--- src/design/rhp_pkg.sv ---
// Shared types and constants for the RTP header parser.
package rhp_pkg;

    localparam int POS_W = 19;

    localparam logic [POS_W-1:0] FIXED_HEADER_BYTES = 19'd12;
    localparam logic [1:0]       RTP_VERSION        = 2'd2;

    localparam logic STATUS_OK        = 1'b0;
    localparam logic STATUS_MALFORMED = 1'b1;

    // One packet byte as held in the input register.
    typedef struct packed {
        logic [7:0] data_byte;
        logic       last_byte;
    } rhp_item_t;

    // One parse result.
    typedef struct packed {
        logic             status;
        logic             padding_flag;
        logic             extension_flag;
        logic [3:0]       source_count;
        logic             marker_flag;
        logic [6:0]       payload_type;
        logic [15:0]      seq_number;
        logic [31:0]      time_stamp;
        logic [31:0]      sync_source;
        logic [15:0]      ext_profile;
        logic [15:0]      extension_words;
        logic [POS_W-1:0] header_length;
    } rhp_result_t;

endpackage

--- src/design/rhp_if.sv ---
// Channel interfaces: packet bytes in, parsed headers out.
interface rhp_byte_if;
    logic       valid;
    logic       ready;
    logic [7:0] data_byte;
    logic       last_byte;

    modport source (output valid, output data_byte, output last_byte, input ready);
    modport sink (input valid, input data_byte, input last_byte, output ready);
endinterface

interface rhp_header_if;
    logic        valid;
    logic        ready;
    logic        status;
    logic        padding_flag;
    logic        extension_flag;
    logic [3:0]  source_count;
    logic        marker_flag;
    logic [6:0]  payload_type;
    logic [15:0] seq_number;
    logic [31:0] time_stamp;
    logic [31:0] sync_source;
    logic [15:0] ext_profile;
    logic [15:0] extension_words;
    logic [18:0] header_length;

    modport source (
        output valid, output status, output padding_flag, output extension_flag,
        output source_count, output marker_flag, output payload_type,
        output seq_number, output time_stamp, output sync_source,
        output ext_profile, output extension_words, output header_length,
        input ready
    );
    modport sink (
        input valid, input status, input padding_flag, input extension_flag,
        input source_count, input marker_flag, input payload_type,
        input seq_number, input time_stamp, input sync_source,
        input ext_profile, input extension_words, input header_length,
        output ready
    );
endinterface

--- src/design/rhp_input_stage.sv ---
// Input register that holds one packet byte until the parse core takes it.
module rhp_input_stage
    import rhp_pkg::*;
(
    input  logic      clk,
    input  logic      rst_n,
    input  logic      in_valid,
    output logic      in_ready,
    input  rhp_item_t in_item,
    output logic      item_valid,
    output rhp_item_t item,
    input  logic      item_take
);

    logic      valid_reg;
    rhp_item_t item_reg;

    // Space opens when the held byte is empty or is taken this cycle.
    assign in_ready   = !valid_reg || item_take;
    assign item_valid = valid_reg;
    assign item       = item_reg;

    // Occupancy flag.
    always_ff @(posedge clk or negedge rst_n)
    begin
        if (!rst_n)
        begin
            valid_reg <= 1'b0;
        end
        else if (in_ready)
        begin
            valid_reg <= in_valid;
        end
    end

    // Byte payload.
    always_ff @(posedge clk)
    begin
        if (in_valid && in_ready)
        begin
            item_reg <= in_item;
        end
    end

endmodule

--- src/design/rhp_parse_core.sv ---
// Byte-position tracking, header field capture and result decision.
module rhp_parse_core
    import rhp_pkg::*;
(
    input  logic        clk,
    input  logic        rst_n,
    input  logic        take,
    input  rhp_item_t   item,
    output logic        result_fire,
    output rhp_result_t result
);

    logic [POS_W-1:0] pos_reg, pos_next;
    logic [POS_W-1:0] req_reg, req_next;
    logic [7:0]       first_reg, first_next;
    logic [7:0]       second_reg, second_next;
    logic [15:0]      seq_reg, seq_next;
    logic [31:0]      ts_reg, ts_next;
    logic [31:0]      src_reg, src_next;
    logic [15:0]      prof_reg, prof_next;
    logic [15:0]      len_reg, len_next;
    logic             reported_reg, reported_next;

    logic [6:0]       ext_base;
    logic [6:0]       ext_base_new;
    logic [POS_W-1:0] ext_base_w;
    logic [POS_W:0]   pos_plus1;
    logic             bad;
    logic             done;
    logic [7:0]       b;

    assign b          = item.data_byte;
    assign ext_base   = 7'd12 + {1'b0, first_reg[3:0], 2'b00};
    assign ext_base_w = {{(POS_W-7){1'b0}}, ext_base};
    assign pos_plus1  = {1'b0, pos_reg} + {{POS_W{1'b0}}, 1'b1};

    // Next state and result for the byte being taken.
    always_comb
    begin
        pos_next      = pos_reg;
        req_next      = req_reg;
        first_next    = first_reg;
        second_next   = second_reg;
        seq_next      = seq_reg;
        ts_next       = ts_reg;
        src_next      = src_reg;
        prof_next     = prof_reg;
        len_next      = len_reg;
        reported_next = reported_reg;
        ext_base_new  = 7'd12 + {1'b0, b[3:0], 2'b00};
        bad           = 1'b0;
        done          = 1'b0;
        result_fire   = 1'b0;
        result        = '0;

        if (take && !reported_reg)
        begin
            // Field capture by byte position.
            priority if (pos_reg == '0)
            begin
                first_next = b;
                if (b[7:6] != RTP_VERSION)
                begin
                    bad = 1'b1;
                end
                else
                begin
                    req_next = {{(POS_W-7){1'b0}}, ext_base_new}
                             + (b[4] ? 19'd4 : 19'd0);
                end
            end
            else if (pos_reg == 19'd1)
            begin
                second_next = b;
            end
            else if (pos_reg < 19'd4)
            begin
                seq_next = {seq_reg[7:0], b};
            end
            else if (pos_reg < 19'd8)
            begin
                ts_next = {ts_reg[23:0], b};
            end
            else if (pos_reg < FIXED_HEADER_BYTES)
            begin
                src_next = {src_reg[23:0], b};
            end
            else if (first_reg[4] && pos_reg >= ext_base_w)
            begin
                if (pos_reg < ext_base_w + 19'd2)
                begin
                    prof_next = {prof_reg[7:0], b};
                end
                else if (pos_reg < ext_base_w + 19'd4)
                begin
                    len_next = {len_reg[7:0], b};
                    if (pos_reg == ext_base_w + 19'd3)
                    begin
                        req_next = ext_base_w + 19'd4 + {1'b0, len_next, 2'b00};
                    end
                end
            end
            else
            begin
                // CSRC words and extension words carry nothing to capture.
            end

            done = !bad && (pos_plus1 == {1'b0, req_next});

            // Outcome of this byte.
            priority if (bad || done)
            begin
                result_fire   = 1'b1;
                reported_next = 1'b1;
            end
            else if (item.last_byte)
            begin
                result_fire = 1'b1;
            end
            else
            begin
                pos_next = pos_plus1[POS_W-1:0];
            end

            // Result fields, taken before the packet end clears them; a malformed or short
            // packet reports the malformed status with all other fields zero.
            if (done)
            begin
                result.status          = STATUS_OK;
                result.padding_flag    = first_next[5];
                result.extension_flag  = first_next[4];
                result.source_count    = first_next[3:0];
                result.marker_flag     = second_next[7];
                result.payload_type    = second_next[6:0];
                result.seq_number      = seq_next;
                result.time_stamp      = ts_next;
                result.sync_source     = src_next;
                result.ext_profile     = prof_next;
                result.extension_words = len_next;
                result.header_length   = req_next;
            end
            else
            begin
                result.status = STATUS_MALFORMED;
            end
        end

        // The final byte returns the packet state to its start.
        if (take && item.last_byte)
        begin
            pos_next      = '0;
            req_next      = FIXED_HEADER_BYTES;
            first_next    = '0;
            second_next   = '0;
            seq_next      = '0;
            ts_next       = '0;
            src_next      = '0;
            prof_next     = '0;
            len_next      = '0;
            reported_next = 1'b0;
        end
    end

    // Packet state registers.
    always_ff @(posedge clk or negedge rst_n)
    begin
        if (!rst_n)
        begin
            pos_reg      <= '0;
            req_reg      <= FIXED_HEADER_BYTES;
            first_reg    <= '0;
            second_reg   <= '0;
            seq_reg      <= '0;
            ts_reg       <= '0;
            src_reg      <= '0;
            prof_reg     <= '0;
            len_reg      <= '0;
            reported_reg <= 1'b0;
        end
        else
        begin
            pos_reg      <= pos_next;
            req_reg      <= req_next;
            first_reg    <= first_next;
            second_reg   <= second_next;
            seq_reg      <= seq_next;
            ts_reg       <= ts_next;
            src_reg      <= src_next;
            prof_reg     <= prof_next;
            len_reg      <= len_next;
            reported_reg <= reported_next;
        end
    end

endmodule

--- src/design/rhp_output_stage.sv ---
// Result register that holds one parsed header until the sink takes it.
module rhp_output_stage
    import rhp_pkg::*;
(
    input  logic        clk,
    input  logic        rst_n,
    input  logic        load,
    input  rhp_result_t load_result,
    output logic        space,
    output logic        out_valid,
    input  logic        out_ready,
    output rhp_result_t out_result
);

    logic        valid_reg;
    rhp_result_t result_reg;

    // Free when empty or when the held result transfers this cycle.
    assign space      = !valid_reg || out_ready;
    assign out_valid  = valid_reg;
    assign out_result = result_reg;

    // Occupancy flag.
    always_ff @(posedge clk or negedge rst_n)
    begin
        if (!rst_n)
        begin
            valid_reg <= 1'b0;
        end
        else if (space)
        begin
            valid_reg <= load;
        end
    end

    // Result payload.
    always_ff @(posedge clk)
    begin
        if (load && space)
        begin
            result_reg <= load_result;
        end
    end

endmodule

--- src/design/rtp_header_parser_unit.sv ---
// Top level of the RTP fixed-header parser.
//
//   Channel  Role    Transfer                      Payload
//   pkt      sink    one packet byte               data_byte, last_byte
//   hdr      source  one result per packet         status and header fields
//
// One byte is taken per cycle while hdr does not stall; a byte passes from the input
// register to the parse core, and its result is registered in the output register.
// The parse core updates its field registers as each byte is taken, which sets
// the sustained rate at one byte per clock while hdr does not stall.
// Reset clears the byte position and all captured fields, ready for a new packet.
// A stall on hdr holds the byte in the input register; pkt stays ready while
// either register has room or drains in the same cycle.
module rtp_header_parser_unit
    import rhp_pkg::*;
(
    input  logic clk,
    input  logic rst_n,
    rhp_byte_if.sink     pkt,
    rhp_header_if.source hdr
);

    rhp_item_t   in_item;
    rhp_item_t   item;
    logic        item_valid;
    logic        item_take;
    logic        out_space;
    logic        result_fire;
    rhp_result_t result;
    rhp_result_t out_result;

    assign in_item.data_byte = pkt.data_byte;
    assign in_item.last_byte = pkt.last_byte;
    assign item_take         = item_valid && out_space;

    rhp_input_stage u_input_stage (
        .clk        (clk),
        .rst_n      (rst_n),
        .in_valid   (pkt.valid),
        .in_ready   (pkt.ready),
        .in_item    (in_item),
        .item_valid (item_valid),
        .item       (item),
        .item_take  (item_take)
    );

    rhp_parse_core u_parse_core (
        .clk         (clk),
        .rst_n       (rst_n),
        .take        (item_take),
        .item        (item),
        .result_fire (result_fire),
        .result      (result)
    );

    rhp_output_stage u_output_stage (
        .clk         (clk),
        .rst_n       (rst_n),
        .load        (result_fire),
        .load_result (result),
        .space       (out_space),
        .out_valid   (hdr.valid),
        .out_ready   (hdr.ready),
        .out_result  (out_result)
    );

    // Result fields onto the output channel.
    assign hdr.status          = out_result.status;
    assign hdr.padding_flag    = out_result.padding_flag;
    assign hdr.extension_flag  = out_result.extension_flag;
    assign hdr.source_count    = out_result.source_count;
    assign hdr.marker_flag     = out_result.marker_flag;
    assign hdr.payload_type    = out_result.payload_type;
    assign hdr.seq_number      = out_result.seq_number;
    assign hdr.time_stamp      = out_result.time_stamp;
    assign hdr.sync_source     = out_result.sync_source;
    assign hdr.ext_profile     = out_result.ext_profile;
    assign hdr.extension_words = out_result.extension_words;
    assign hdr.header_length   = out_result.header_length;

endmodule
--- src/flat_wrapper.sv ---
// flat-port wrapper written by rule: the top's interface ports become plain ports
module rtp_header_parser_unit_flat import rhp_pkg::*;
  (clk, rst_n, pkt_valid, pkt_data_byte, pkt_last_byte, pkt_ready, hdr_valid, hdr_status, hdr_padding_flag, hdr_extension_flag, hdr_source_count, hdr_marker_flag, hdr_payload_type, hdr_seq_number, hdr_time_stamp, hdr_sync_source, hdr_ext_profile, hdr_extension_words, hdr_header_length, hdr_ready);
  rhp_byte_if pkt_i ();
  rhp_header_if hdr_i ();
  input  logic clk;
  input  logic rst_n;
  input wire logic [$bits(pkt_i.valid)-1:0] pkt_valid;
  input wire logic [$bits(pkt_i.data_byte)-1:0] pkt_data_byte;
  input wire logic [$bits(pkt_i.last_byte)-1:0] pkt_last_byte;
  output wire logic [$bits(pkt_i.ready)-1:0] pkt_ready;
  output wire logic [$bits(hdr_i.valid)-1:0] hdr_valid;
  output wire logic [$bits(hdr_i.status)-1:0] hdr_status;
  output wire logic [$bits(hdr_i.padding_flag)-1:0] hdr_padding_flag;
  output wire logic [$bits(hdr_i.extension_flag)-1:0] hdr_extension_flag;
  output wire logic [$bits(hdr_i.source_count)-1:0] hdr_source_count;
  output wire logic [$bits(hdr_i.marker_flag)-1:0] hdr_marker_flag;
  output wire logic [$bits(hdr_i.payload_type)-1:0] hdr_payload_type;
  output wire logic [$bits(hdr_i.seq_number)-1:0] hdr_seq_number;
  output wire logic [$bits(hdr_i.time_stamp)-1:0] hdr_time_stamp;
  output wire logic [$bits(hdr_i.sync_source)-1:0] hdr_sync_source;
  output wire logic [$bits(hdr_i.ext_profile)-1:0] hdr_ext_profile;
  output wire logic [$bits(hdr_i.extension_words)-1:0] hdr_extension_words;
  output wire logic [$bits(hdr_i.header_length)-1:0] hdr_header_length;
  input wire logic [$bits(hdr_i.ready)-1:0] hdr_ready;
  assign pkt_i.valid = pkt_valid;
  assign pkt_i.data_byte = pkt_data_byte;
  assign pkt_i.last_byte = pkt_last_byte;
  assign pkt_ready = pkt_i.ready;
  assign hdr_valid = hdr_i.valid;
  assign hdr_status = hdr_i.status;
  assign hdr_padding_flag = hdr_i.padding_flag;
  assign hdr_extension_flag = hdr_i.extension_flag;
  assign hdr_source_count = hdr_i.source_count;
  assign hdr_marker_flag = hdr_i.marker_flag;
  assign hdr_payload_type = hdr_i.payload_type;
  assign hdr_seq_number = hdr_i.seq_number;
  assign hdr_time_stamp = hdr_i.time_stamp;
  assign hdr_sync_source = hdr_i.sync_source;
  assign hdr_ext_profile = hdr_i.ext_profile;
  assign hdr_extension_words = hdr_i.extension_words;
  assign hdr_header_length = hdr_i.header_length;
  assign hdr_i.ready = hdr_ready;
  rtp_header_parser_unit u_core (.clk(clk), .rst_n(rst_n), .pkt(pkt_i), .hdr(hdr_i));
endmodule
--- config.mk ---
export PLATFORM = sky130hd
export DESIGN_NAME = rtp_header_parser_unit_flat
export DESIGN_NICKNAME = d
export VERILOG_FILES = /design/src/design/rhp_pkg.sv /design/src/design/rhp_if.sv /design/src/design/rhp_input_stage.sv /design/src/design/rhp_parse_core.sv /design/src/design/rhp_output_stage.sv /design/src/design/rtp_header_parser_unit.sv /design/src/flat_wrapper.sv
export SDC_FILE = /design/constraint.sdc
export NUM_CORES = 1
export LEC_CHECK = 0
export BUFFER_PORTS_ARGS = -buffer_cell sky130_fd_sc_hd__buf_4
export CORE_UTILIZATION = 55
export DETAILED_ROUTE_END_ITERATION = 10
export PLACE_DENSITY = 0.87
export SLEW_MARGIN = 20
export SYNTH_ARGS = -nofsm -noshare
export SYNTH_HDL_FRONTEND = slang
export SYNTH_SLANG_ARGS = --single-unit
--- constraint.sdc ---
create_clock -name clk -period 12.5 [get_ports clk]
set_input_delay 2.5 -clock clk [delete_from_list [all_inputs] [get_ports clk]]
set_output_delay 2.5 -clock clk [all_outputs]
set_load 0.01 [all_outputs]
==> impl_metrics.env, run 1 <==
export IMPL_cp_max_fo=74
export IMPL_finalHoldViolCount=0
export IMPL_start_util=0.560
export IMPL_fin_nets=1618
export IMPL_grt_antenna_before_repair=0
export IMPL_post_dp_hpwl_um=27100
export IMPL_dp_worst_setup_slack_ns=5.84
export IMPL_p_seq_frac=0.423
export IMPL_avgSynthCellArea_um2=10.7
export IMPL_clockBufferDepth=3
export IMPL_swShare=0.334
export IMPL_clkSinkCount=322
export IMPL_status="complete, no violations"
export IMPL_hp_class="flip-flop to flip-flop"
export IMPL_root_buffer="clkbuf_16"
export IMPL_synth_edf_count=155
export IMPL_grt_use_total=0.284
export IMPL_synth_nets=1500
export IMPL_crit_arrival_ns=6.89
export IMPL_area_growth_pct=16.3
export IMPL_grt_pass1_vias=11500
export IMPL_final_fill_count=2078
export IMPL_cellPowerDensity_nw_per_um2=182
export IMPL_clkPwrFrac=0.298
export IMPL_wirelength_um=41000
export IMPL_cts_resized=0
export IMPL_detail_route_first_pass_iterations=6
export IMPL_crit_path_frequent_cell="buf_4"
export IMPL_criticalPathCategory="flip-flop to flip-flop"
export IMPL_coreArea_um2=27800
export IMPL_largest_reg_flops=146
export IMPL_synth_cells=1459
export IMPL_max_stage_delay_ns=0.84
export IMPL_ctsHoldBuffers=0
export IMPL_synth_seq_area_share=0.568
export IMPL_async_flop_share=0.519
export IMPL_p_sw_mw=1.10
export IMPL_setup_ws_ns=5.76
export IMPL_syn_area_um2=15600
export IMPL_clk_pin_slew_ns=0.06
export IMPL_vias=12400
export IMPL_fin_tns_setup_ns=0
export IMPL_die_x_um=170
export IMPL_ant_nets=0
export IMPL_yosys_warnings=0
export IMPL_internal_power_mw=2.19
export IMPL_ys_seq_elements=322
export IMPL_stdcell_count=1981
export IMPL_clk_latency_ns=0.52
export IMPL_fp_row_count=61
export IMPL_drive_gt1_frac=0.171
export IMPL_synthFlopType="dfrtp_1"
export IMPL_fp_dieArea_um2=29000
export IMPL_grt_overflow=0
export IMPL_final_common_cell="nand2_1"
export IMPL_drc=0
export IMPL_ioPinCount=161
export IMPL_final_cell_area_um2=18100
export IMPL_total_power_mw=3.29
export IMPL_crit_required_ns=12.65
export IMPL_drv_cap=0
export IMPL_n_antenna_cell=0
export IMPL_vdd_ir_drop_max_mv=0.121
export IMPL_start_kind="flip-flop"
export IMPL_combPwrFrac=0.279
export IMPL_die_y_um=170
export IMPL_postCtsSetupBuffers=0
export IMPL_end_kind="flip-flop"
export IMPL_cp_cell_sequence="inv_1 > ha_1 > xor2_1 > or3_1 > xor2_1 > inv_1 > ha_1 > nand2_1 > a21oi_1 > o21ai_1 > nand3_1 > buf_4 > or3_1 > a32oi_1 > nand4_1 > a2111oi_4 > buf_4 > nor3_1 > nor2_4 > buf_4 > buf_4"
export IMPL_drt_iter0_drc=1607
export IMPL_finalSetupViolCount=0
export IMPL_leakagePower_nw=7.10
export IMPL_slowest_stage="buf_4"
export IMPL_crit_buf_inv=6
export IMPL_grt_pass1_wl_um=64000
export IMPL_cts_tree="done"
export IMPL_dpl_cell_count=1919
export IMPL_wl_per_cell_um=20.7
export IMPL_path_delay_family="buffers and inverters"
export IMPL_rsz0062_at_grt="false"
export IMPL_period_needed_ns=6.74
export IMPL_hold_ws_ns=0.482
export IMPL_worstMarginPinSlew_ns=1.05
export IMPL_fmax_mhz=148
export IMPL_cts_max_level=2
export IMPL_skew_ns=0.0200
export IMPL_cts_inserted_buffers=34
export IMPL_fin_util=0.651
export IMPL_vias_per_cell=6.26
export IMPL_mostFrequentLayoutCells="nand2_1 (285), buf_4 (187), dfrtp_1 (165)"
export IMPL_placed_area_um2=17000
export IMPL_period_share=0.539
export IMPL_io_buffers=160
export IMPL_finalMaxSlewViolations=0
export IMPL_max_slew_margin=0.299
export IMPL_grt_start_max_net_pins=91
export IMPL_gp_congestion=0.910
export IMPL_synth_distinct_cells=82
path summary, 6_finish.rpt:
| kind | from | to | slack (ns) | depth (start not counted) |
|---|---|---|---|---|
| setup reg to reg | u_core.u_parse_core.first_reg[0] | u_core.u_output_stage.out_result[11] | 5.76 | 21 |
| setup / recovery | u_core.u_parse_core.first_reg[0] | u_core.u_output_stage.out_result[11] | 5.76 | 21 |
| hold reg to reg | u_core.u_parse_core.req_reg[17] | u_core.u_parse_core.req_reg[17] | 0.48 | 2 |
| hold / removal | u_core.u_parse_core.req_reg[17] | u_core.u_parse_core.req_reg[17] | 0.48 | 2 |
| min in group asynchronous | rst_n | u_core.u_parse_core.ts_reg[24] | 1.92 | 1 |
| max in group asynchronous | rst_n | u_core.u_parse_core.pos_reg[0] | 9.34 | 2 |
cells by family after synthesis:
group,share of synthesized area
AOI/OAI and AO/OA,0.185
and+or+nand+nor,0.148
muxes,0.0210
adders and majority gates,0.0235
xor gates and xnor gates,0.0141
buffers and inverters,0.0391
other,0.000483
DFF,0.568
Yosys cell counts, drive strengths merged, types with 11 or more instances:
master	count	area, µm²
mux2i	30	300
nand3	32	160
nand2	285	1070
nor2	74	285
buf	31	194
a21oi	136	681
nor3	21	115
and2	13	81.3
nand4	18	113
clkbuf	75	283
inv	35	131
a211oi	11	82.6
a22o	130	1140
dfrtp	165	4130
o21ai	33	165
ha	26	325
edfxtp	155	4650
nor4	11	96.3
xnor2	15	131
per-layer routing:
metal | routed length (µm) | share of wire | global-route usage
met1 | 17100 | 0.42 | 0.384
met2 | 20100 | 0.49 | 0.465
met5 | 0 | 0 | 0
met4 | 1070 | 0.026 | 0.0960
met3 | 2780 | 0.068 | 0.0481
power groups by stage:
| stage | sequential (mW) | combinational, mW | clock [mW] |
|---|---|---|---|
| after floorplan | 1.48 | 0.486 | 0 |
| after global placement | 1.41 | 0.887 | 0 |
| after detailed placement | 1.41 | 0.906 | 0 |
| after CTS | 1.39 | 0.910 | 0.991 |
| after global routing | 1.41 | 0.996 | 1.04 |
| final | 1.39 | 0.919 | 0.980 |
worst min-delay path, delay by kind of cell, from the launching register on:
family	cells	cell delay (ns)
AOI/OAI and AO/OA	1	0.06
and+or+nand+nor	1	0.05
DFF	1	0.34
area by class of cell:
class                   count  area [µm²]  area share
flip-flops and latches    322        8840       0.489
multi-input cells         996        6160       0.340
repair buffers            188        1420      0.0782
clock buffers              49         937      0.0518
well taps                 378         473      0.0262
clock inverters            13         135     0.00747
inverters                  35         131     0.00726
Power figures use the tool's default switching activity.
==> run 2, diff against run 1 <==
- clock period: 12.5 -> 6.7 ns (I/O delays scaled with it)
==> impl_metrics.env, run 2 (synthesized netlist as in run 1, its figures left out) <==
export IMPL_max_slew_margin=0.245
export IMPL_fp_dieArea_um2=29000
export IMPL_skew_ns=0.0189
export IMPL_whs_path_depth=2
export IMPL_combPwrFrac=0.278
export IMPL_postCtsSetupBuffers=0
export IMPL_vias_per_cell=6.32
export IMPL_worstMarginPinSlew_ns=1.13
export IMPL_detail_route_first_pass_iterations=6
export IMPL_crit_required_ns=6.87
export IMPL_clockBufferDepth=3
export IMPL_clkPwrFrac=0.306
export IMPL_area_growth_pct=16.9
export IMPL_start_kind="flip-flop"
export IMPL_vias=12500
export IMPL_io_buffers=160
export IMPL_drt_iter0_drc=1487
export IMPL_total_power_mw=6.24
export IMPL_n_antenna_cell=0
export IMPL_hp_class="flip-flop to flip-flop"
export IMPL_start_util=0.560
export IMPL_drv_cap=0
export IMPL_mostFrequentLayoutCells="nand2_1 (285), buf_4 (186), dfrtp_1 (165)"
export IMPL_period_needed_ns=5.90
export IMPL_fin_tns_setup_ns=0
export IMPL_cts_tree="done"
export IMPL_die_x_um=170
export IMPL_grt_overflow=0
export IMPL_max_stage_delay_ns=0.57
export IMPL_wl_per_cell_um=20.5
export IMPL_end_kind="flip-flop"
export IMPL_reg2regPathDepth=19
export IMPL_cts_resized=0
export IMPL_grt_pass1_wl_um=63800
export IMPL_internal_power_mw=4.17
export IMPL_vdd_ir_drop_max_mv=0.178
export IMPL_gp_congestion=0.985
export IMPL_cp_max_fo=85
export IMPL_post_dp_hpwl_um=26600
export IMPL_fmax_mhz=170
export IMPL_criticalPathCategory="flip-flop to flip-flop"
export IMPL_cts_max_level=2
export IMPL_wirelength_um=40600
export IMPL_p_sw_mw=2.07
export IMPL_period_share=0.880
export IMPL_rsz0062_at_grt="false"
export IMPL_cts_inserted_buffers=34
export IMPL_status="complete, no violations"
export IMPL_cellPowerDensity_nw_per_um2=344
export IMPL_drive_gt1_frac=0.173
export IMPL_ctsHoldBuffers=0
export IMPL_crit_arrival_ns=6.06
export IMPL_final_fill_count=2037
export IMPL_clk_pin_slew_ns=0.06
export IMPL_slowest_stage="o21ai_1"
export IMPL_clkSinkCount=322
export IMPL_finalSetupViolCount=0
export IMPL_grt_use_total=0.280
export IMPL_final_common_cell="nand2_1"
export IMPL_root_buffer="clkbuf_16"
export IMPL_grt_antenna_before_repair=0
export IMPL_grt_pass1_vias=11700
export IMPL_finalMaxSlewViolations=0
export IMPL_finalHoldViolCount=0
export IMPL_fin_nets=1619
export IMPL_grt_start_max_net_pins=97
export IMPL_die_y_um=170
export IMPL_largest_reg_flops=146
export IMPL_cp_cell_sequence="inv_1 > ha_1 > xor2_1 > or3_1 > xor2_1 > inv_1 > ha_1 > nand2_1 > a21oi_1 > o21ai_1 > nand3_1 > buf_4 > mux2i_1 > a2111oi_2 > nand4b_1 > a2111oi_4 > nor3_1 > nor2_4 > buf_12"
export IMPL_hold_ws_ns=0.485
export IMPL_clk_latency_ns=0.52
export IMPL_drc=0
export IMPL_ioPinCount=161
export IMPL_p_seq_frac=0.417
export IMPL_fp_row_count=61
export IMPL_ant_nets=0
export IMPL_coreArea_um2=27800
export IMPL_leakagePower_nw=7.15
export IMPL_swShare=0.332
## run 2: cell count changes in the layout (fill, tap and decap cells not counted), sizes merged
cell and change:
clkinv +1, buf +1, bufinv +1, inv -3, clkbuf +1
## run 2: worst paths after layout
kind	slack, ns	endpoint	from
setup / recovery	0.80	u_core.u_output_stage.out_result[30]	u_core.u_parse_core.first_reg[0]
hold / removal	0.48	u_core.u_parse_core.req_reg[5]	u_core.u_parse_core.req_reg[5]
setup reg to reg	0.80	u_core.u_output_stage.out_result[30]	u_core.u_parse_core.first_reg[0]
hold reg to reg	0.48	u_core.u_parse_core.req_reg[5]	u_core.u_parse_core.req_reg[5]
max in group asynchronous	4.21	u_core.u_parse_core.pos_reg[9]	rst_n
min in group asynchronous	0.91	u_core.u_parse_core.ts_reg[31]	rst_n
## run 2: worst max-delay path: cells and delay by family, from the launching register on
family | cells | cell delay (ns)
xor gates and xnor gates | 2 | 0.36
AOI/OAI and AO/OA | 4 | 1.25
adders and majority gates | 2 | 0.53
DFF | 1 | 0.50
and+or+nand+nor | 6 | 1.71
buffers and inverters | 4 | 0.98
muxes | 1 | 0.17
## run 2: area by class of cell
type / instances / area, µm² / area share
repair buffers: 189 / 1450 / 0.0797
multi-input cells: 996 / 6150 / 0.338
well taps: 378 / 473 / 0.0260
inverters: 35 / 131 / 0.00723
clock inverters: 12 / 166 / 0.00916
flip-flops and latches: 322 / 8840 / 0.486
clock buffers: 50 / 972 / 0.0535
## run 2: metrics by stage
stage          setup slack [ns]  area [µm²]  std cells  utilization
6_report                  0.801       18200       1982        0.654
5_1_grt                   0.462       18200       1982        0.654
4_1_cts                   0.944       18200       1982        0.654
3_5_place_dp              0.913       17000       1920        0.613
3_3_place_gp               1.03       17000       1920        0.613
2_1_floorplan             0.131       15600       1459            -
## run 2: power groups by stage
stage	combinational, mW	clock (mW)	sequential [mW]
after floorplan	0.910	0	2.70
after global placement	1.67	0	2.63
after detailed placement	1.70	0	2.63
after CTS	1.72	1.93	2.60
after global routing	1.87	2.00	2.62
final	1.74	1.91	2.60
## run 2: routing by layer
layer,GRT usage,vias to the layer above,wire length (µm)
met1,0.381,6140,16300
li1,-,5587,-
met3,0.0453,114,3240
met4,0.112,0,1400
met2,0.452,694,19600
met5,0,-,0
